### src/design/papt_pkg.sv
// ----------------------------------------------------------------------------
// Page attribute protection table package
// Shared widths, codes, transaction types and state encodings.
// ----------------------------------------------------------------------------
package papt_pkg;

  // Default sizing of the attribute store.
  localparam int unsigned REGION_SLOTS_DEF     = 2;
  localparam int unsigned PAGES_PER_REGION_DEF = 256;

  // Field widths.
  localparam int unsigned ADDR_W     = 32;
  localparam int unsigned SHIFT_W    = 5;
  localparam int unsigned RCOUNT_W   = 2;
  localparam int unsigned RPAGES_W   = 9;
  localparam int unsigned ATTR_W     = 4;
  localparam int unsigned LEVEL_W    = 2;
  localparam int unsigned CFG_IDX_W  = 3;
  localparam int unsigned CFG_DATA_W = 32;

  // Register reset values.
  localparam logic [SHIFT_W-1:0]  PAGE_SHIFT_RST   = 5'd12;
  localparam logic [RCOUNT_W-1:0] REGION_COUNT_RST = 2'd1;

  // Level mask codes.
  localparam logic [LEVEL_W-1:0] LVL_NONE = 2'b00;
  localparam logic [LEVEL_W-1:0] LVL_USER = 2'b01;
  localparam logic [LEVEL_W-1:0] LVL_PRIV = 2'b10;

  // Configuration register indexes.
  typedef enum logic [CFG_IDX_W-1:0] {
    CFG_PAGE_SHIFT   = 3'd0,
    CFG_REGION_COUNT = 3'd1,
    CFG_R0_BASE      = 3'd2,
    CFG_R0_PAGES     = 3'd3,
    CFG_R1_BASE      = 3'd4,
    CFG_R1_PAGES     = 3'd5
  } cfg_idx_t;

  // Request kinds.
  typedef enum logic {
    REQ_SET = 1'b0,
    REQ_GET = 1'b1
  } req_kind_t;

  // Result status codes.
  typedef enum logic [2:0] {
    ST_OK             = 3'd0,
    ST_BAD_ARG        = 3'd1,
    ST_UNALIGNED_ADDR = 3'd2,
    ST_UNALIGNED_SIZE = 3'd3,
    ST_NO_REGION      = 3'd4
  } status_t;

  // Controller states.
  typedef enum logic [2:0] {
    S_CLEAR    = 3'd0,
    S_IDLE     = 3'd1,
    S_LOCATE   = 3'd2,
    S_SETUP    = 3'd3,
    S_WRITE    = 3'd4,
    S_RD_ISSUE = 3'd5,
    S_RD_DATA  = 3'd6,
    S_FINISH   = 3'd7
  } state_t;

  // Input transaction.
  typedef struct packed {
    req_kind_t           req_type;
    logic [ADDR_W-1:0]   address;
    logic [ADDR_W-1:0]   size_bytes;
    logic [LEVEL_W-1:0]  level_mask;
    logic [ATTR_W-1:0]   new_attributes;
  } in_item_t;

  // Result transaction.
  typedef struct packed {
    status_t             status;
    logic [ATTR_W-1:0]   read_attributes;
  } out_item_t;

  // Global configuration seen by the controller.
  typedef struct packed {
    logic [SHIFT_W-1:0]  page_shift;
    logic [RCOUNT_W-1:0] region_count;
  } cfg_t;

  // Command from the controller to the attribute store.
  typedef struct packed {
    logic                we_user;
    logic                we_priv;
    logic                re;
    logic [ATTR_W-1:0]   wdata;
  } store_cmd_t;

endpackage

### src/design/papt_store.sv
// ----------------------------------------------------------------------------
// Page attribute protection table store
// Two synchronous memories, one per privilege level, with one shared
// address, per-level write enables and a registered read.
// ----------------------------------------------------------------------------
module papt_store #(
  parameter int unsigned DEPTH   = papt_pkg::REGION_SLOTS_DEF * papt_pkg::PAGES_PER_REGION_DEF,
  parameter int unsigned DEPTH_W = $clog2(DEPTH)
) (
  input  logic                         clk,
  input  papt_pkg::store_cmd_t         cmd_i,
  input  logic [DEPTH_W-1:0]           addr_i,
  output logic [papt_pkg::ATTR_W-1:0]  rdata_user_o,
  output logic [papt_pkg::ATTR_W-1:0]  rdata_priv_o
);
  import papt_pkg::*;

  logic [ATTR_W-1:0] mem_user [DEPTH];
  logic [ATTR_W-1:0] mem_priv [DEPTH];
  logic [ATTR_W-1:0] rdata_user_r;
  logic [ATTR_W-1:0] rdata_priv_r;

  // User level memory.
  always_ff @(posedge clk) begin
    if (cmd_i.we_user) begin
      mem_user[addr_i] <= cmd_i.wdata;
    end
    if (cmd_i.re) begin
      rdata_user_r <= mem_user[addr_i];
    end
  end

  // Privileged level memory.
  always_ff @(posedge clk) begin
    if (cmd_i.we_priv) begin
      mem_priv[addr_i] <= cmd_i.wdata;
    end
    if (cmd_i.re) begin
      rdata_priv_r <= mem_priv[addr_i];
    end
  end

  assign rdata_user_o = rdata_user_r;
  assign rdata_priv_o = rdata_priv_r;

endmodule

### config.mk
export PLATFORM = sky130hd
export DESIGN_NAME = papt_store
export DESIGN_NICKNAME = d
export VERILOG_FILES = /design/src/design/papt_pkg.sv /design/src/design/papt_store.sv
export SDC_FILE = /design/constraint.sdc
export NUM_CORES = 2
export LEC_CHECK = 0
export BUFFER_PORTS_ARGS = -buffer_cell sky130_fd_sc_hd__clkbuf_2
export CAP_MARGIN = 20
export CORE_MARGIN = 1.5
export CORE_UTILIZATION = 50
export CTS_CLUSTER_DIAMETER = 100
export DETAILED_ROUTE_END_ITERATION = 8
export PLACE_DENSITY = 0.65
export SYNTH_ARGS = -nofsm -noshare
export SYNTH_HDL_FRONTEND = slang
export SYNTH_SLANG_ARGS = --single-unit
### constraint.sdc
create_clock -name clk -period 3 [get_ports clk]
set_input_delay 0.3 -clock clk [delete_from_list [all_inputs] [get_ports clk]]
set_output_delay 0.3 -clock clk [all_outputs]
set_load 0.005 [all_outputs]
# Yosys cells after proc, flatten, opt, wreduce, memory -nomap -nowiden
# Memory sizes are Yosys's and may differ from the RTL's. A register that Yosys moved wholly into a read port is not among the register bits.
# Cells that the tools add are included.
[classes]
n_mux = 4
[op_table]
columns = ["cell", "count"]
rows = [
  ["two-way mux 1 bit", 4],
]
[totals]
out_inout_bits = 8
register_bits = 0
elab_cells = 6
mem_bits_rw = 4096
in_bits = 17
n_memories = 2
[mem_list]
columns = ["name", "depth", "width", "rd", "rd_ports_with_merged_regs", "write_ports", "line_no", "rtl"]
rows = [
  ["mem_priv", 512, 4, 1, 1, 1, "papt_store.sv:19", "logic [ATTR_W-1:0] mem_priv [DEPTH];"],
  ["mem_user", 512, 4, 1, 1, 1, "papt_store.sv:18", "logic [ATTR_W-1:0] mem_user [DEPTH];"],
]

# Longest topological paths before layout
[logic_depth]
ltp_word = 2
mapped_depth = 14
ltp_nobuf = 7

# Worst setup path after synthesis
# No wires, ideal clock.
[synth_path]
path_type = "input-to-reg"
start = "input addr_i[1]"
end = "register rdata_priv_r[3] (netlist: rdata_priv_o[3]) (read register of mem_priv), data pin"
path_buffers = 7
slack_ns = 0.176
t_required_ns = 2.727
setup_ns = 0.273
t_arrival_ns = 2.552
stages = 12
cell_sequence = "buf_6 > buf_6 > buf_6 > buf_2 > buf_2 > buf_2 > buf_2 > mux4_2 > a32oi_1 > nand4_1 > nor4b_1 > nand4_1"
[synth_rtl]
columns = ["element", "line_no", "rtl"]
rows = [
  ["from (decl)", "papt_store.sv:12", "input logic [DEPTH_W-1:0] addr_i,"],
  ["to (decl)", "papt_store.sv:21", "logic [ATTR_W-1:0] rdata_priv_r;"],
]

==> reports/results.tsv <==
stage	metric	value	unit
clock_network	cts_root_buf	clkbuf_16	
clock_network	worst_skew_pair.late_latency	0.99	ns
setup_path	critPathRequiredTime	3.69	ns
setup_path	endpoint_kind	register	
setup_path	rrSetupSlack	-0.07	ns
setup_path	crit_path_max_incr_delay	0.87	ns
detailed_routing	detail_route.wirelength	479000	um
timing	worst_hold_slack	0.224	ns
synth	synth_edf_count	4104	
global_routing	antenna_found_initial	28	
power_and_ir_drop	powerDensity	623	nW/um^2
floorplan	dieArea	327000	um^2
floorplan	start_util	0.503	
detailed_routing	via_per_inst	6.24	
timing	fmax	322	MHz
floorplan	die_w	572	um
setup_path	critical_path_arrival	3.80	ns
setup_path	reg2reg_to	rdata_user_o[3]	
power_and_ir_drop	cellLeakagePower	64.9	nW
status	violations	setup timing	
layout	fin_util	0.608	
setup_path	worst_r2r_path_depth	8	
timing	fin_ws	-0.110	ns
global_routing	grt_remaining_overflow	0	
layout	fin_nets	9916	
setup_path	path_delay_family	simple AND/OR/NAND/NOR gates	
layout	syn2layout_area_growth	20.8	%
setup_path	rr_startpoint	mem_user[407][3]	
floorplan	io_pins	25	
floorplan	die_h	572	um
timing	drv_slew	0	
status	status	complete, but fails checks	
global_routing	grt_pass1_vias	91712	
clock_network	cts.path.max_buffers	4	
synth	ys_warn_count	0	
setup_path	cp_max_fo	15	
clock_network	h-tree-depth	5	
setup_path	cp.buffers_inverters	6	
timing	min_period	3.11	ns
timing	slew_headroom	0.261	
synth	ys_ff_latch	4104	
synth	syn_avg_cell_area	19.8	um^2
hold_path	worstHoldPathType	in2reg	
clock_network	cts_sinks	4104	
synth	async_flop_share	0	
timing	finalHoldViolations	0	
global_routing	track_usage	0.293	
detailed_routing	drc	0	
setup_path	start_kind	primary input	
placed_design	port_buffers	24	
detailed_routing	route.detailed.wl_per_inst	32.9	um
synth	synthCells	8191	
timing	setup-tns-final	-0.213	ns
job	max-cap-violations	0	
synth	ys_types	77	
setup_path	worstSetupEndpoint	rdata_priv_o[2]	
synth	yosys.area.top_type	edfxtp_1	
clock_network	tritoncts	yes	
power_and_ir_drop	ir_worst_vdd	0.548	mV
timing	fin_worst_skew	0.0715	ns
detailed_routing	dr_total_vias	90898	
setup_path	crit_path_frequent_cell	buf_4	
setup_path	crit_slowest_cell	nor4_1	
global_routing	grt_pass1_wl	678000	um
placed_design	gp_routability_congestion	0.951	
synth	ys_seq_area_frac	0.761	
synth	synth_top_flop_cell	edfxtp_1	
clock_network	cts_made_buffers	409	
setup_path	cp.depth	13	
detailed_routing	first_pass_iters	6	
floorplan	rows	208	
detailed_routing	drtAntennaViolNets	0	
placed_design	dp_slack	-1.38	ns
timing	finalSetupViolCount	4	
clock_network	post_cts_buffers	0	
synth	synth_common_cells	edfxtp_1, nor2_1, mux4_2	
timing	period_share	1.04	
global_routing	grt_max_degree	168	
timing	rsz0062_at_grt	yes	
placed_design	dp_hpwl	326000	um
clock_network	clk_pin_slew_worst_paths	0.06	ns
synth	synth_top_cell_area_share	0.761	
layout	drive_gt1_frac	0.345	
synth	syn-cell-area	162000	um^2
layout	fill_cells	22659	
setup_path	worstSetupPathType	in2reg	
setup_path	crit_path_cell_trace	buf_8, buf_12, buf_4, nand4bb_1, buf_4, buf_12, o22ai_1, nor4_1, buf_4, o211ai_1, nand2_1, nand3_1, or4_1	
setup_path	startpoint	addr_i[0]	
detailed_routing	first_iter_violations	13016	
synth	synth_fp_nets	8208	
synth	ys_top_cells_by_area	edfxtp_1, mux4_2, mux2i_1, nor2_1, clkbuf_1	
timing	worst_pin_slew	1.10	ns
floorplan	core_area	322000	um^2
synth	yosys.cell_count.top_type	edfxtp_1	
-- routing by layer --
| layer | vias to the layer above | share of wire | global-route usage | wire length, um |
|---|---|---|---|---|
| li1 | 36912 | - | - | - |
| met1 | 47243 | 0.38 | 0.410 | 181000 |
| met2 | 5729 | 0.46 | 0.447 | 219000 |
| met3 | 1000 | 0.12 | 0.0663 | 55300 |
| met4 | 14 | 0.049 | 0.122 | 23400 |
| met5 | - | 0.00017 | 0 | 81 |
-- power breakdown --
part	leakage [nW]	total (W)	internal [W]	switching, W
logic	21.4	0.00689	0.00269	0.00420
registers	36.9	0.0632	0.0631	0.0000578
clock network	6.55	0.0518	0.0298	0.0220
-- logic make-up (layout without fill, tap and decap cells) --
logic type	count (synthesis)	after routing	share of synthesized area
compound gates	640	640	0.0261
buf+inv	595	2644	0.0186
flops	4104	4104	0.761
mux	1363	1363	0.155
other cells	0	14	0
simple gates	1489	1489	0.0386
-- area by class of cell --
type | instances | area, um^2 | share of cell area
antenna | 14 | 35.0 | 0.000179
clock buffer | 475 | 10500 | 0.0539
clock inverter | 277 | 2920 | 0.0149
inverter | 10 | 50.0 | 0.000256
multi-input combinational | 3492 | 36500 | 0.186
sequential | 4104 | 123000 | 0.630
tap | 4305 | 5390 | 0.0275
timing repair buffer | 1882 | 16900 | 0.0865
-- timing repair --
action | 4_1_cts | 5_1_grt
pin swaps | 13 | 7
endpoints found under the setup margin | 8 | 8
resized for setup | 32 | 22
hold endpoints to repair | 133 | 0
hold buffers | 4 | 0
-- worst min path at each step --
stage | startpoint | to | slack, ns | depth (start not counted)
2_1_floorplan | cmd_i[0] | mem_priv[0][0] | 0.40 | 0
3_3_place_gp | cmd_i[1] | mem_priv[392][1] | 0.72 | 1
3_5_place_dp | cmd_i[1] | mem_priv[392][1] | 0.73 | 1
4_1_cts | cmd_i[4] | rdata_priv_o[0] | 0.17 | 1
5_1_grt | cmd_i[4] | rdata_user_o[1] | 0.17 | 1
6_report | cmd_i[4] | rdata_priv_o[3] | 0.22 | 1
-- through the flow --
stage | power, W | instance area (um^2) | std cells
2_1_floorplan | 0.0673 | 162000 | 8191
6_report | 0.122 | 196000 | 14559
5_1_grt | 0.125 | 196000 | 14546
4_1_cts | 0.122 | 195000 | 14545
3_5_place_dp | 0.0712 | 182000 | 13789
3_3_place_gp | 0.0711 | 182000 | 13783
-- registers in the layout (all words and copies together), names as in the netlist --
name / count
mem_priv: 2048
mem_user: 2048
rdata_priv_o: 4
rdata_user_o: 4
-- cells in the final DEF (no fill, tap or decap), types with 11 or more instances in the layout --
| cell type | n |
|---|---|
| and3_1 | 15 |
| buf_4 | 1633 |
| inv_6 | 13 |
| clkbuf_16 | 412 |
| clkinv_2 | 83 |
| bufinv_16 | 53 |
| clkinvlp_4 | 22 |
| a221oi_1 | 23 |
| mux4_2 | 902 |
| clkinv_1 | 92 |
| a22o_1 | 15 |
| edfxtp_1 | 4104 |
| buf_12 | 222 |
| diode_2 | 14 |
| mux2i_1 | 397 |
| nand4_1 | 43 |
| nor2_1 | 1064 |
| nand2_1 | 131 |
| mux2_2 | 48 |
| nor4_1 | 12 |
| clkbuf_1 | 63 |
| a31oi_1 | 26 |
| a22oi_1 | 96 |
| nand3_4 | 32 |
| clkbuf_2 | 16 |
| a32oi_1 | 20 |
| o22ai_1 | 121 |
| nor3_1 | 15 |
| o2111ai_1 | 11 |
| o21ai_0 | 118 |
| nand3_1 | 68 |
| a21oi_1 | 99 |
-- worst reg2reg max path: stages, from the launching register on --
cell	delay [ns]
edfxtp_1	0.36
mux4_2	0.52
nand3_1	0.17
o21ai_0	0.21
nor4_1	0.44
buf_4	0.18
nand4_1	0.27
buf_4	0.27
or4_1	0.39
(Power assumes the default switching activity.)
