`src/design/papt_pkg.sv`:
```
// ----------------------------------------------------------------------------
// Page attribute protection table package
// Shared widths, codes, transaction types and state encodings.
// ----------------------------------------------------------------------------
package papt_pkg;

  // Default sizing of the attribute store.
  localparam int unsigned REGION_SLOTS_DEF     = 2;
  localparam int unsigned PAGES_PER_REGION_DEF = 256;

  // Field widths.
  localparam int unsigned ADDR_W     = 32;
  localparam int unsigned SHIFT_W    = 5;
  localparam int unsigned RCOUNT_W   = 2;
  localparam int unsigned RPAGES_W   = 9;
  localparam int unsigned ATTR_W     = 4;
  localparam int unsigned LEVEL_W    = 2;
  localparam int unsigned CFG_IDX_W  = 3;
  localparam int unsigned CFG_DATA_W = 32;

  // Register reset values.
  localparam logic [SHIFT_W-1:0]  PAGE_SHIFT_RST   = 5'd12;
  localparam logic [RCOUNT_W-1:0] REGION_COUNT_RST = 2'd1;

  // Level mask codes.
  localparam logic [LEVEL_W-1:0] LVL_NONE = 2'b00;
  localparam logic [LEVEL_W-1:0] LVL_USER = 2'b01;
  localparam logic [LEVEL_W-1:0] LVL_PRIV = 2'b10;

  // Configuration register indexes.
  typedef enum logic [CFG_IDX_W-1:0] {
    CFG_PAGE_SHIFT   = 3'd0,
    CFG_REGION_COUNT = 3'd1,
    CFG_R0_BASE      = 3'd2,
    CFG_R0_PAGES     = 3'd3,
    CFG_R1_BASE      = 3'd4,
    CFG_R1_PAGES     = 3'd5
  } cfg_idx_t;

  // Request kinds.
  typedef enum logic {
    REQ_SET = 1'b0,
    REQ_GET = 1'b1
  } req_kind_t;

  // Result status codes.
  typedef enum logic [2:0] {
    ST_OK             = 3'd0,
    ST_BAD_ARG        = 3'd1,
    ST_UNALIGNED_ADDR = 3'd2,
    ST_UNALIGNED_SIZE = 3'd3,
    ST_NO_REGION      = 3'd4
  } status_t;

  // Controller states.
  typedef enum logic [2:0] {
    S_CLEAR    = 3'd0,
    S_IDLE     = 3'd1,
    S_LOCATE   = 3'd2,
    S_SETUP    = 3'd3,
    S_WRITE    = 3'd4,
    S_RD_ISSUE = 3'd5,
    S_RD_DATA  = 3'd6,
    S_FINISH   = 3'd7
  } state_t;

  // Input transaction.
  typedef struct packed {
    req_kind_t           req_type;
    logic [ADDR_W-1:0]   address;
    logic [ADDR_W-1:0]   size_bytes;
    logic [LEVEL_W-1:0]  level_mask;
    logic [ATTR_W-1:0]   new_attributes;
  } in_item_t;

  // Result transaction.
  typedef struct packed {
    status_t             status;
    logic [ATTR_W-1:0]   read_attributes;
  } out_item_t;

  // Global configuration seen by the controller.
  typedef struct packed {
    logic [SHIFT_W-1:0]  page_shift;
    logic [RCOUNT_W-1:0] region_count;
  } cfg_t;

  // Command from the controller to the attribute store.
  typedef struct packed {
    logic                we_user;
    logic                we_priv;
    logic                re;
    logic [ATTR_W-1:0]   wdata;
  } store_cmd_t;

endpackage

```
`src/design/papt_cfg.sv`:
```
// ----------------------------------------------------------------------------
// Page attribute protection table configuration registers
// Holds the page shift, the region count and the base and length of each
// region slot, written through a plain write port.
// ----------------------------------------------------------------------------
module papt_cfg #(
  parameter int unsigned REGION_SLOTS = papt_pkg::REGION_SLOTS_DEF
) (
  input  logic                           clk,
  input  logic                           rst_n,
  input  logic                           cfg_we,
  input  logic [papt_pkg::CFG_IDX_W-1:0]  cfg_index,
  input  logic [papt_pkg::CFG_DATA_W-1:0] cfg_wdata,
  output papt_pkg::cfg_t                 cfg_o,
  output logic [papt_pkg::ADDR_W-1:0]     base_o  [REGION_SLOTS],
  output logic [papt_pkg::RPAGES_W-1:0]   pages_o [REGION_SLOTS]
);
  import papt_pkg::*;

  logic [SHIFT_W-1:0]  page_shift_r;
  logic [RCOUNT_W-1:0] region_count_r;
  logic [ADDR_W-1:0]   base_r  [REGION_SLOTS];
  logic [RPAGES_W-1:0] pages_r [REGION_SLOTS];

  // Global registers.
  always_ff @(posedge clk) begin
    if (!rst_n) begin
      page_shift_r   <= PAGE_SHIFT_RST;
      region_count_r <= REGION_COUNT_RST;
    end else if (cfg_we) begin
      if (cfg_index == CFG_PAGE_SHIFT) begin
        page_shift_r <= cfg_wdata[SHIFT_W-1:0];
      end
      if (cfg_index == CFG_REGION_COUNT) begin
        region_count_r <= cfg_wdata[RCOUNT_W-1:0];
      end
    end
  end

  // Region slot registers. Only slots zero and one have register indexes;
  // any further slot keeps its reset value and never matches.
  always_ff @(posedge clk) begin
    if (!rst_n) begin
      for (int s = 0; s < REGION_SLOTS; s++) begin
        base_r[s]  <= '0;
        pages_r[s] <= '0;
      end
    end else if (cfg_we) begin
      for (int s = 0; s < REGION_SLOTS; s++) begin
        if ((s == 0 && cfg_index == CFG_R0_BASE) ||
            (s == 1 && cfg_index == CFG_R1_BASE)) begin
          base_r[s] <= cfg_wdata[ADDR_W-1:0];
        end
        if ((s == 0 && cfg_index == CFG_R0_PAGES) ||
            (s == 1 && cfg_index == CFG_R1_PAGES)) begin
          pages_r[s] <= cfg_wdata[RPAGES_W-1:0];
        end
      end
    end
  end

  assign cfg_o.page_shift   = page_shift_r;
  assign cfg_o.region_count = region_count_r;
  assign base_o             = base_r;
  assign pages_o            = pages_r;

endmodule

```
`config.mk`:
```
export PLATFORM = sky130hd
export DESIGN_NAME = papt_cfg
export DESIGN_NICKNAME = d
export VERILOG_FILES = /design/src/design/papt_pkg.sv /design/src/design/papt_cfg.sv
export SDC_FILE = /design/constraint.sdc
export NUM_CORES = 1
export LEC_CHECK = 0
export BUFFER_PORTS_ARGS = -buffer_cell sky130_fd_sc_hd__buf_4
export CORE_MARGIN = 2
export CORE_UTILIZATION = 30
export CTS_BUF_LIST = sky130_fd_sc_hd__clkbuf_2
export CTS_CLUSTER_DIAMETER = 30
export DETAILED_ROUTE_END_ITERATION = 16
export PLACE_DENSITY = 0.53
export SETUP_SLACK_MARGIN = 0.02
export SLEW_MARGIN = 15
export SYNTH_ARGS = -nofsm -noshare
export SYNTH_HDL_FRONTEND = slang
export SYNTH_SLANG_ARGS = --single-unit
```
`constraint.sdc`:
```
create_clock -name clk -period 2 [get_ports clk]
set_input_delay 0.1 -clock clk [delete_from_list [all_inputs] [get_ports clk]]
set_output_delay 0.1 -clock clk [all_outputs]
set_load 0.05 [all_outputs]
```
* Yosys cells after proc, flatten, opt, wreduce, memory -nomap -nowiden
Cells that the tools add are included.
** Word-level totals
- Register bits :: 89
- Bits in latches :: 0
- Bits in writable memories :: 0
- Bits in read-only memories :: 0
- Output and inout bits :: 89
- Word-level logic and storage cells :: 18
- Memories :: 0
** Cells by class
- $add $sub $neg :: 0
- $mul :: 0
- Divide/modulo/power cells :: 0
- Order comparisons :: 0
- Equal/unequal tests :: 5
- Shifts and indexed selects :: 0
- Muxes and demuxes :: 0
- Bitwise gates (word level) :: 0
- Reduce and logical (&&, ||, !) cells :: 7
** Operators by type and width (number)
- $reduce_and A2 Y1 :: 6
- $eq A3 B2 Y1 const B :: 2
- $eq A3 B3 Y1 const B :: 2
- $eq A3 B1 Y1 const B :: 1
- $logic_not A3 Y1 :: 1

* Logic depth before layout (Yosys ltp)
Gate-level depths: netlist of run 1.
- Word-level depth :: 2
- Mapped depth :: 5
- Gate-level depth less buffers :: 2

* Worst setup path after synthesis of run 1
Ideal clock, no wire load.
- Kind :: in2reg
- Start :: input rst_n
- End :: register base_r (netlist bit base_o[10])
- Setup time :: 72 ps
- Arrival time :: 853 ps
- Path slack :: 1076 ps
- Stages on the path :: 5
- Buffers on the path :: 3
- Cells stage by stage :: buf_2 -> buf_2 -> clkbuf_1 -> nand2_1 -> mux2i_1
** RTL lines
- start: declaration :: line papt_cfg.sv:10 : input logic rst_n,
- end signal: indexed assignment :: line papt_cfg.sv:52 : base_r[s] <= cfg_wdata[ADDR_W-1:0];
- end: declaration :: line papt_cfg.sv:22 : logic [ADDR_W-1:0] base_r [REGION_SLOTS];

* Final worst setup path of run 1
- Start :: register base_r (netlist bit base_o[63])
- End :: output base_o[63] in the netlist's numbering
** RTL lines
- end: declaration :: line papt_cfg.sv:15 : output logic [papt_pkg::ADDR_W-1:0] base_o [REGION_SLOTS],
No word-level cell between the ends.

==> flow_metrics.py, run 1 <==
metrics = {
    "global_routing": {
        "grt_pass1_vias": 2750,
        "antenna_found_initial": 0,
        "grt_overflow_total": 0,
        "grt_max_degree": 55,
        "grt_use_total_pct": 13.5,
        "grt_pass1_wl_mm": 13.5,
    },
    "synthesis": {
        "syn_nets": 370,
        "ys_seq_area_share_pct": 52.3,
        "synthCells": 332,
        "synth_area_leader_cell": "dfxtp_1",
        "yosysWarningCount": 0,
        "syn_area_per_cell_um2": 10.3,
        "yosys.area.top_type_share_pct": 52.3,
        "ys_ff_latch": 89,
        "syn_area_mm2": 0.00341,
        "yosys-top-cells-area": "dfxtp_1, mux2i_1, nand2_1",
        "synth_cell_types": 13,
    },
    "clock_network": {
        "insertion_delay_ns": 0.50,
        "cts_setup_buffers": 0,
        "tritoncts": "done",
        "numCtsBuffers": 9,
        "cts_num_sinks": 89,
        "htreeDepth": 3,
        "clk_pin_slew_ns": 0.26,
        "root_buffer": "clkbuf_2",
        "clockBufferDepth": 2,
    },
    "sta": {
        "max_freq_mhz": 791,
        "setup_viol": 0,
        "max-slew-margin-rel_pct": 60.6,
        "clock_skew_ns": 0,
        "min_period_ns": 1.26,
        "worst_slew_pin_slew_ns": 0.591,
        "tns_ns": 0,
        "rsz0062_at_grt": "no",
        "slew_viol_final": 0,
        "final-hold-violation-count": 0,
        "period_share_pct": 63.2,
        "setup_ws_ns": 0.737,
    },
    "worst_setup_path": {
        "worstPathCellList": "buf_4",
        "crit_required_ns": 1.90,
        "regToRegSetupSlack_ns": 1.35,
        "critical_path.top_delay_family": "flip-flops",
        "reg2reg_from": "base_o[3]",
        "end_kind": "output pin",
        "crit_path_top_delay_cell": "dfxtp_1",
        "critPathMaxFanout": 2,
        "critPathKind": "reg -> out",
        "cp.depth": 1,
        "arrival_ns": 1.16,
        "crit_path_start_kind": "flop",
        "r2r_end": "base_o[3]",
        "critPathMaxStageDelay_ns": 0.42,
        "crit_start": "base_o[63]",
        "path_buf_inv": 1,
        "r2r_cells": 2,
    },
    "power_and_ir_drop": {
        "clock_power_share_pct": 30.7,
        "pwr-share-seq_pct": 54.9,
        "pwr-share-comb_pct": 14.4,
        "leakage_nw": 2.38,
        "cellPowerDensity_mw_per_mm2": 678,
        "power.switching_mw": 0.911,
        "p_sw_share_pct": 27.2,
        "internal_power_mw": 2.44,
        "peakVddDrop_mv": 0.318,
    },
    "drt": {
        "finalWirelength_mm": 8.53,
        "viasPerCell": 4.36,
        "drtAntennaViolNets": 0,
        "detail_route.first_pass.iterations": 4,
        "drt_iter0_drc": 100,
        "drc": 0,
        "avgRoutedWirePerCell_um": 13.5,
        "vias": 2757,
    },
    "die": {
        "die_w_um": 111,
        "rows": 38,
        "start_util_pct": 31.0,
        "core_region_area_mm2": 0.0110,
        "dieHeight_um": 111,
        "dieArea_mm2": 0.0122,
        "ioPinCount": 127,
    },
    "place": {
        "io_buffers": 126,
        "dp_hpwl_mm": 5.60,
        "gp_congestion": 0.683,
        "place_ws_ns": 0.773,
        "placed_cell_area_mm2": 0.00444,
    },
    "hold_path": {
        "worstHoldStart": "cfg_wdata[30]",
        "worstHoldEndpoint": "base_o[30]",
        "hold_path.class": "in -> reg",
        "holdPathStages": 4,
    },
    "flow_run": {
        "maxCapViolations": 0,
    },
    "cells_and_area": {
        "area_growth_pct": 45.0,
        "final_cell_mix": "buf_4, nand2_1, mux2i_1, dfxtp_1, dlygate4sd3_1",
        "diodes": 0,
        "stdcell_area_mm2": 0.00494,
        "utilization_pct": 45.0,
        "mostFrequentLayoutCell": "buf_4",
        "drive_gt1_share_pct": 30.6,
        "nNetsFinal": 526,
    },
    "outcome": {
        "outcome": "completed",
    },
}
power groups by stage:
stage	logic [mW]	clock network, mW	registers, mW
4_1_cts	0.488	1.07	1.84
2_1_floorplan	0.140	0	2.01
5_1_grt	0.516	1.14	1.85
3_5_place_dp	0.431	0	1.87
6_report	0.484	1.03	1.84
3_3_place_gp	0.426	0	1.87
worst max path at each step:
stage | to | slack [ns]
6_report | base_o[63] | 0.74
5_1_grt | base_o[60] | 0.63
4_1_cts | base_o[63] | 0.69
3_5_place_dp | base_o[16] | 0.77
3_3_place_gp | base_o[57] | 0.82
2_1_floorplan | base_o[10] | 1.08
worst reg2reg max path: cells and delay by family (launching register included):
kind	cells	cell delay [ns]
multiplexers	1	0.14
flip-flops	1	0.40
AND/OR/NAND/NOR	1	0.06
timing repair:
| item | 4_1_cts | 5_1_grt |
|---|---|---|
| hold endpoints to repair | 89 | 0 |
| gates resized for setup | 0 | 0 |
| hold buffers | 37 | 0 |
cells by family (layout without fill, tap and decap cells):
group / Yosys count / after routing / share of synthesized area (%)
muxes: 89 / 89 / 26.1
buffers and inverters: 24 / 185 / 5.21
DFF: 89 / 89 / 52.3
and+or+nand+nor: 130 / 130 / 16.4
cell type report:
type,count,area (µm²)
fill,1067,6040
sequential,89,1780
multi-input combinational,219,1470
timing repair buffer,169,1390
tap,140,175
clock inverter,5,80.1
clock buffer,11,55.1
cells in the mapped netlist, drive strengths merged:
cell type and instances:
clkbuf 10, and4bb 2, buf 14, nor2b 6
mux2i 89, dfxtp 89, nand4bb 1, nand2 118
nor4b 1, nand4b 2
stage by stage:
| stage | hold WS, ns | total power [mW] | cells |
|---|---|---|---|
| after floorplan | 0.262 | 2.15 | 332 |
| after global placement | 0.367 | 2.30 | 580 |
| after detailed placement | 0.383 | 2.30 | 580 |
| after CTS | 0.316 | 3.40 | 633 |
| after global routing | 0.298 | 3.50 | 633 |
| final | 0.365 | 3.35 | 633 |
state kept, by name (all words and copies together) (netlist names):
name and count:
page_shift_r 5, region_count_r 2, pages_o 18, base_o 64
routing by layer:
| metal | GRT usage (%) | routed length (µm) | up-vias |
|---|---|---|---|
| met4 | 3.75 | 61 | 0 |
| met5 | 0 | 0 | - |
| met2 | 22.2 | 4080 | 78 |
| met3 | 5.71 | 631 | 7 |
| met1 | 16.2 | 3750 | 1274 |
| li1 | - | - | 1398 |
(Power assumes the default switching activity.)
==> run 2, diff against run 1 <==
==> constraint.sdc (replaced) <==
create_clock -name clk -period 1.22 [get_ports clk]
set_input_delay 0.061 -clock clk [delete_from_list [all_inputs] [get_ports clk]]
set_output_delay 0.061 -clock clk [all_outputs]
set_load 0.05 [all_outputs]
==> run 2 against run 1 <==
- design area is 17% higher
- non-clock buffer count is 9 higher
- worst setup slack worse by 0.72 ns
- critical path depth grew 5
- die area unchanged
- global-route usage increased by 1.3 points
- hold slack worse by 0.040 ns
- final cell count rose by 1.4%
- largest cell class is now buffers
- highest routed layer unchanged
==> flow_metrics.py, run 2 (synthesis gave the netlist of run 1 again) <==
metrics = {
    "outcome": {
        "outcome": "completed",
    },
    "drt": {
        "drc": 0,
        "vias": 2844,
        "drt_iter0_drc": 81,
        "finalWirelength_mm": 9.10,
        "detail_route.first_pass.iterations": 4,
        "avgRoutedWirePerCell_um": 14.2,
        "drtAntennaViolNets": 0,
        "viasPerCell": 4.43,
    },
    "clock_network": {
        "tritoncts": "done",
        "numCtsBuffers": 9,
        "root_buffer": "clkbuf_2",
        "clk_pin_slew_ns": 0.26,
        "htreeDepth": 3,
        "clockBufferDepth": 2,
        "insertion_delay_ns": 0.52,
        "cts_num_sinks": 89,
    },
    "sta": {
        "worst_slew_pin_slew_ns": 0.477,
        "min_period_ns": 1.20,
        "rsz0062_at_grt": "yes",
        "max-slew-margin-rel_pct": 68.1,
        "final-hold-violation-count": 0,
        "slew_viol_final": 0,
        "period_share_pct": 98.3,
        "max_freq_mhz": 834,
        "hold_slack_ns": 0.324,
        "setup_viol": 0,
        "clock_skew_ns": 0,
    },
    "global_routing": {
        "grt_pass1_vias": 3019,
        "grt_pass1_wl_mm": 14.8,
        "antenna_found_initial": 0,
        "grt_use_total_pct": 14.8,
        "grt_overflow_total": 0,
        "grt_max_degree": 50,
    },
    "power_and_ir_drop": {
        "peakVddDrop_mv": 0.473,
        "cellPowerDensity_mw_per_mm2": 979,
        "leakage_nw": 2.63,
    },
    "worst_setup_path": {
        "r2r_cells": 3,
        "crit_required_ns": 1.71,
        "arrival_ns": 1.69,
        "critPathMaxFanout": 21,
        "critPathKind": "in -> reg",
        "end_kind": "flop",
        "crit_path_start_kind": "input port",
    },
    "die": {
        "rows": 38,
        "dieArea_mm2": 0.0122,
        "ioPinCount": 127,
        "start_util_pct": 31.0,
        "die_w_um": 111,
        "core_region_area_mm2": 0.0110,
        "dieHeight_um": 111,
    },
    "cells_and_area": {
        "drive_gt1_share_pct": 49.2,
        "diodes": 0,
        "instances_no_fill": 642,
        "largest_register_ffs": 64,
        "nNetsFinal": 535,
        "final_cell_mix": "nand2_1, mux2i_1, dfxtp_2",
        "mostFrequentLayoutCell": "nand2_1",
        "utilization_pct": 52.7,
        "area_growth_pct": 70.0,
    },
    "hold_path": {
        "holdPathStages": 4,
        "hold_path.class": "in -> reg",
    },
    "place": {
        "gp_congestion": 0.724,
        "dp_hpwl_mm": 5.91,
        "io_buffers": 126,
        "place_inst": 584,
    },
    "flow_run": {
        "maxCapViolations": 0,
    },
}
run 2: worst paths after layout:
path,start,end,slack [ns]
worst max-delay path,rst_n,base_o[60],0.02
worst min-delay path,cfg_wdata[27],base_o[59],0.32
worst max register to register,base_o[17],base_o[17],0.50
worst min register to register,base_o[46],base_o[46],0.48
run 2: metrics by stage:
step | power, mW | setup TNS (ns) | setup WS (ns) | area (µm²)
after CTS | 5.71 | -0.0533 | -0.0139 | 5600
after global placement | 3.79 | 0 | 0.188 | 4490
after global routing | 5.95 | -2.56 | -0.0596 | 5790
final | 5.67 | 0 | 0.0204 | 5790
after detailed placement | 3.79 | 0 | 0.144 | 4490
after floorplan | 3.52 | 0 | 0.335 | 3410
run 2: area by class of cell:
type | instances | area, µm²
fill | 1000 | 5190
timing repair buffer | 178 | 2120
sequential | 89 | 1890
multi-input combinational | 219 | 1470
tap | 140 | 175
clock inverter | 7 | 92.6
clock buffer | 9 | 45.0
run 2: power by group:
group | total, mW | switching, mW | leakage, nW | internal (mW)
combinational | 0.912 | 0.475 | 1.79 | 0.437
sequential | 3.05 | 0.0572 | 0.761 | 2.99
clock | 1.71 | 1.03 | 0.0780 | 0.679
total | 5.67 | 1.57 | 2.63 | 4.10
run 2: critical path, stage by stage:
cell and delay [ns]:
dlygate4sd3_1 0.55, buf_6 0.16, buf_12 0.16, nand2_1 0.06, dlygate4sd3_1 0.57, mux2i_1 0.12
run 2: per-layer routing:
layer / global-route usage (%) / vias up / routed length [µm]
met5: 0 / - / 0
met4: 5.33 / 0 / 99
met3: 5.54 / 9 / 616
met2: 24.7 / 78 / 4530
met1: 17.5 / 1344 / 3860
li1: - / 1413 / -
run 2: timing repair:
action                                 4_1_cts  5_1_grt
resized for setup                          206       49
hold buffers                                38        0
cloned                                       0        1
setup buffers                                1        2
endpoints found under the hold margin       89        0
setup endpoints to repair                   85       91
==> run 3, diff against run 2 <==
--- a/config.mk
+++ b/config.mk
@@ -5,7 +5,7 @@
 export SDC_FILE = /design/constraint.sdc
 export NUM_CORES = 1
 export LEC_CHECK = 0
-export BUFFER_PORTS_ARGS = -buffer_cell sky130_fd_sc_hd__buf_4
+export BUFFER_PORTS_ARGS = -buffer_cell sky130_fd_sc_hd__buf_2
 export CORE_MARGIN = 2
 export CORE_UTILIZATION = 30
 export CTS_BUF_LIST = sky130_fd_sc_hd__clkbuf_2
==> run 3 against run 2 <==
- critical endpoint is now base_o[9]
- clock-buffer cell count is the same
- design area grew 5.6%
- clock skew is the same
- global-route usage grew 1.6 points
- sequential share of layout area shrank 1.7 points
- via count grew 7.2%
- the flow now finishes with violations (setup timing)
- register-to-register slack lost 0.44 ns
- sequential power is essentially flat
- first-iteration DRC count shrank 3.7%
- routed wire length grew 13%
- critical path depth is the same
- largest cell class unchanged
- utilization grew 3.0 points
==> flow_metrics.py, run 3 (synthesis gave the netlist of run 1 again) <==
metrics = {
    "cells_and_area": {
        "n_fill_cell": 934,
        "largest_register_ffs": 64,
        "diodes": 0,
        "drive_gt1_share_pct": 46.4,
        "mostFrequentLayoutCell": "nand2_1",
        "area_growth_pct": 79.5,
        "nNetsFinal": 572,
        "final_cell_mix": "nand2_1, mux2i_1, dfxtp_2",
        "stdcell_area_mm2": 0.00612,
    },
    "drt": {
        "drt_iter0_drc": 78,
        "avgRoutedWirePerCell_um": 15.2,
        "vias": 3050,
        "finalWirelength_mm": 10.3,
        "detail_route.first_pass.iterations": 4,
        "drc": 0,
        "viasPerCell": 4.49,
        "drtAntennaViolNets": 0,
    },
    "worst_setup_path": {
        "crit_required_ns": 1.70,
        "regToRegSetupSlack_ns": 0.06,
        "r2r_cells": 3,
        "crit_path_top_delay_cell": "dlygate4sd3_1",
        "cp.depth": 6,
        "critical_path.top_delay_family": "buffers and inverters",
        "crit_path_start_kind": "input port",
        "critPathKind": "in -> reg",
        "critPathMaxStageDelay_ns": 0.58,
        "end_kind": "flop",
        "r2r_end": "base_o[60]",
        "path_buf_inv": 4,
        "critPathMostFrequentCell": "dlygate4sd3_1",
        "arrival_ns": 1.72,
        "critPathMaxFanout": 18,
        "reg2reg_from": "base_o[60]",
        "worstPathCellList": "buf_4, buf_12, dlygate4sd3_1, nand2_1, dlygate4sd3_1, mux2i_1",
    },
    "hold_path": {
        "holdPathStages": 4,
        "worstHoldEndpoint": "base_o[19]",
        "worstHoldStart": "rst_n",
        "hold_path.class": "in -> reg",
    },
    "power_and_ir_drop": {
        "cellPowerDensity_mw_per_mm2": 948,
        "peakVddDrop_mv": 0.578,
        "internal_power_mw": 4.16,
        "power.switching_mw": 1.64,
        "leakage_nw": 2.72,
        "pwr-share-comb_pct": 17.0,
        "total_power_mw": 5.80,
        "pwr-share-seq_pct": 52.5,
        "clock_power_share_pct": 30.5,
        "p_sw_share_pct": 28.3,
    },
    "global_routing": {
        "antenna_found_initial": 0,
        "grt_use_total_pct": 16.4,
        "grtUsageMet3_pct": 5.87,
        "use_met2_pct": 28.8,
        "grt_pass1_wl_mm": 16.5,
        "gr-usage-met1_pct": 18.8,
        "grt_pass1_vias": 3293,
        "grt_max_degree": 37,
        "grt_overflow_total": 0,
        "gr-max-usage-layer": "met2",
    },
    "die": {
        "core_region_area_mm2": 0.0110,
        "dieArea_mm2": 0.0122,
        "start_util_pct": 31.0,
        "rows": 38,
        "die_w_um": 111,
        "ioPinCount": 127,
        "dieHeight_um": 111,
    },
    "clock_network": {
        "tritoncts": "done",
        "htreeDepth": 3,
        "insertion_delay_ns": 0.53,
        "cts_num_sinks": 89,
        "clk_pin_slew_ns": 0.25,
        "clockBufferDepth": 2,
        "root_buffer": "clkbuf_2",
        "numCtsBuffers": 9,
    },
    "place": {
        "placed_cell_area_mm2": 0.00417,
        "gp_congestion": 0.702,
        "dp_hpwl_mm": 5.64,
        "place_ws_ns": 0.120,
        "io_buffers": 126,
    },
    "sta": {
        "min_period_ns": 1.24,
        "final-hold-violation-count": 0,
        "clock_skew_ns": 0,
        "rsz0062_at_grt": "yes",
        "hold_slack_ns": 0.0131,
        "max_freq_mhz": 808,
        "worst_slew_pin_slew_ns": 0.465,
        "setup_viol": 1,
        "slew_viol_final": 0,
        "tns_ns": -0.0183,
        "max-slew-margin-rel_pct": 68.9,
        "period_share_pct": 102,
        "setup_ws_ns": -0.0183,
    },
    "outcome": {
        "violations": "setup timing",
        "outcome": "finished with violations",
    },
    "flow_run": {
        "maxCapViolations": 0,
    },
}
-- run 3: layout make-up --
type	count	area (µm²)	area share (%)
clock buffer	9	45.0	0.736
clock inverter	7	100	1.64
multi-input combinational	219	1470	23.9
sequential	89	1890	30.9
tap	140	175	2.86
timing repair buffer	215	2440	39.9
-- run 3: how the worst max path moves through the flow --
stage                 start          to  slack, ns
2_1_floorplan         rst_n  base_o[10]       0.33
3_3_place_gp   cfg_index[2]  base_o[48]       0.17
3_5_place_dp   cfg_index[2]  base_o[51]       0.12
4_1_cts           base_o[7]   base_o[7]     -0.009
5_1_grt          base_o[38]  base_o[38]      -0.06
6_report              rst_n   base_o[9]      -0.02
-- run 3: repair_timing --
item                                    CTS  global route
resized for setup                       292            56
setup buffers                             2             2
hold buffers                             80            10
endpoints found under the setup margin   89           107
hold endpoints to repair                 89            15
cloned                                    0             1
pin swaps                                 0             0
-- run 3: worst register-to-register path: cells and delay by family, from the launching register on --
family,cells,cell delay (ns)
buffers and inverters,1,0.54
DFF,1,0.41
and+or+nand+nor,1,0.05
muxes,1,0.12
-- run 3: stage by stage --
step / cells / util, %
2_1_floorplan: 332 / -
3_3_place_gp: 582 / 37.9
3_5_place_dp: 582 / 37.9
4_1_cts: 680 / 54.1
5_1_grt: 679 / 55.7
6_report: 679 / 55.7
-- run 3: power groups by stage --
| stage | Combinational, mW | Clock (mW) | Sequential, mW |
|---|---|---|---|
| after global placement | 0.638 | 0 | 3.07 |
| after detailed placement | 0.645 | 0 | 3.07 |
| after global routing | 1.05 | 1.97 | 3.06 |
| after CTS | 0.928 | 1.82 | 3.04 |
| after floorplan | 0.229 | 0 | 3.29 |
| final | 0.989 | 1.77 | 3.05 |
-- run 3: per-layer routing --
layer | routed length (µm) | up-vias | share of wire [%]
li1 | - | 1496 | -
met1 | 4330 | 1466 | 42
met2 | 5210 | 79 | 51
met3 | 665 | 9 | 6.4
met4 | 106 | 0 | 1.0
met5 | 0 | - | 0
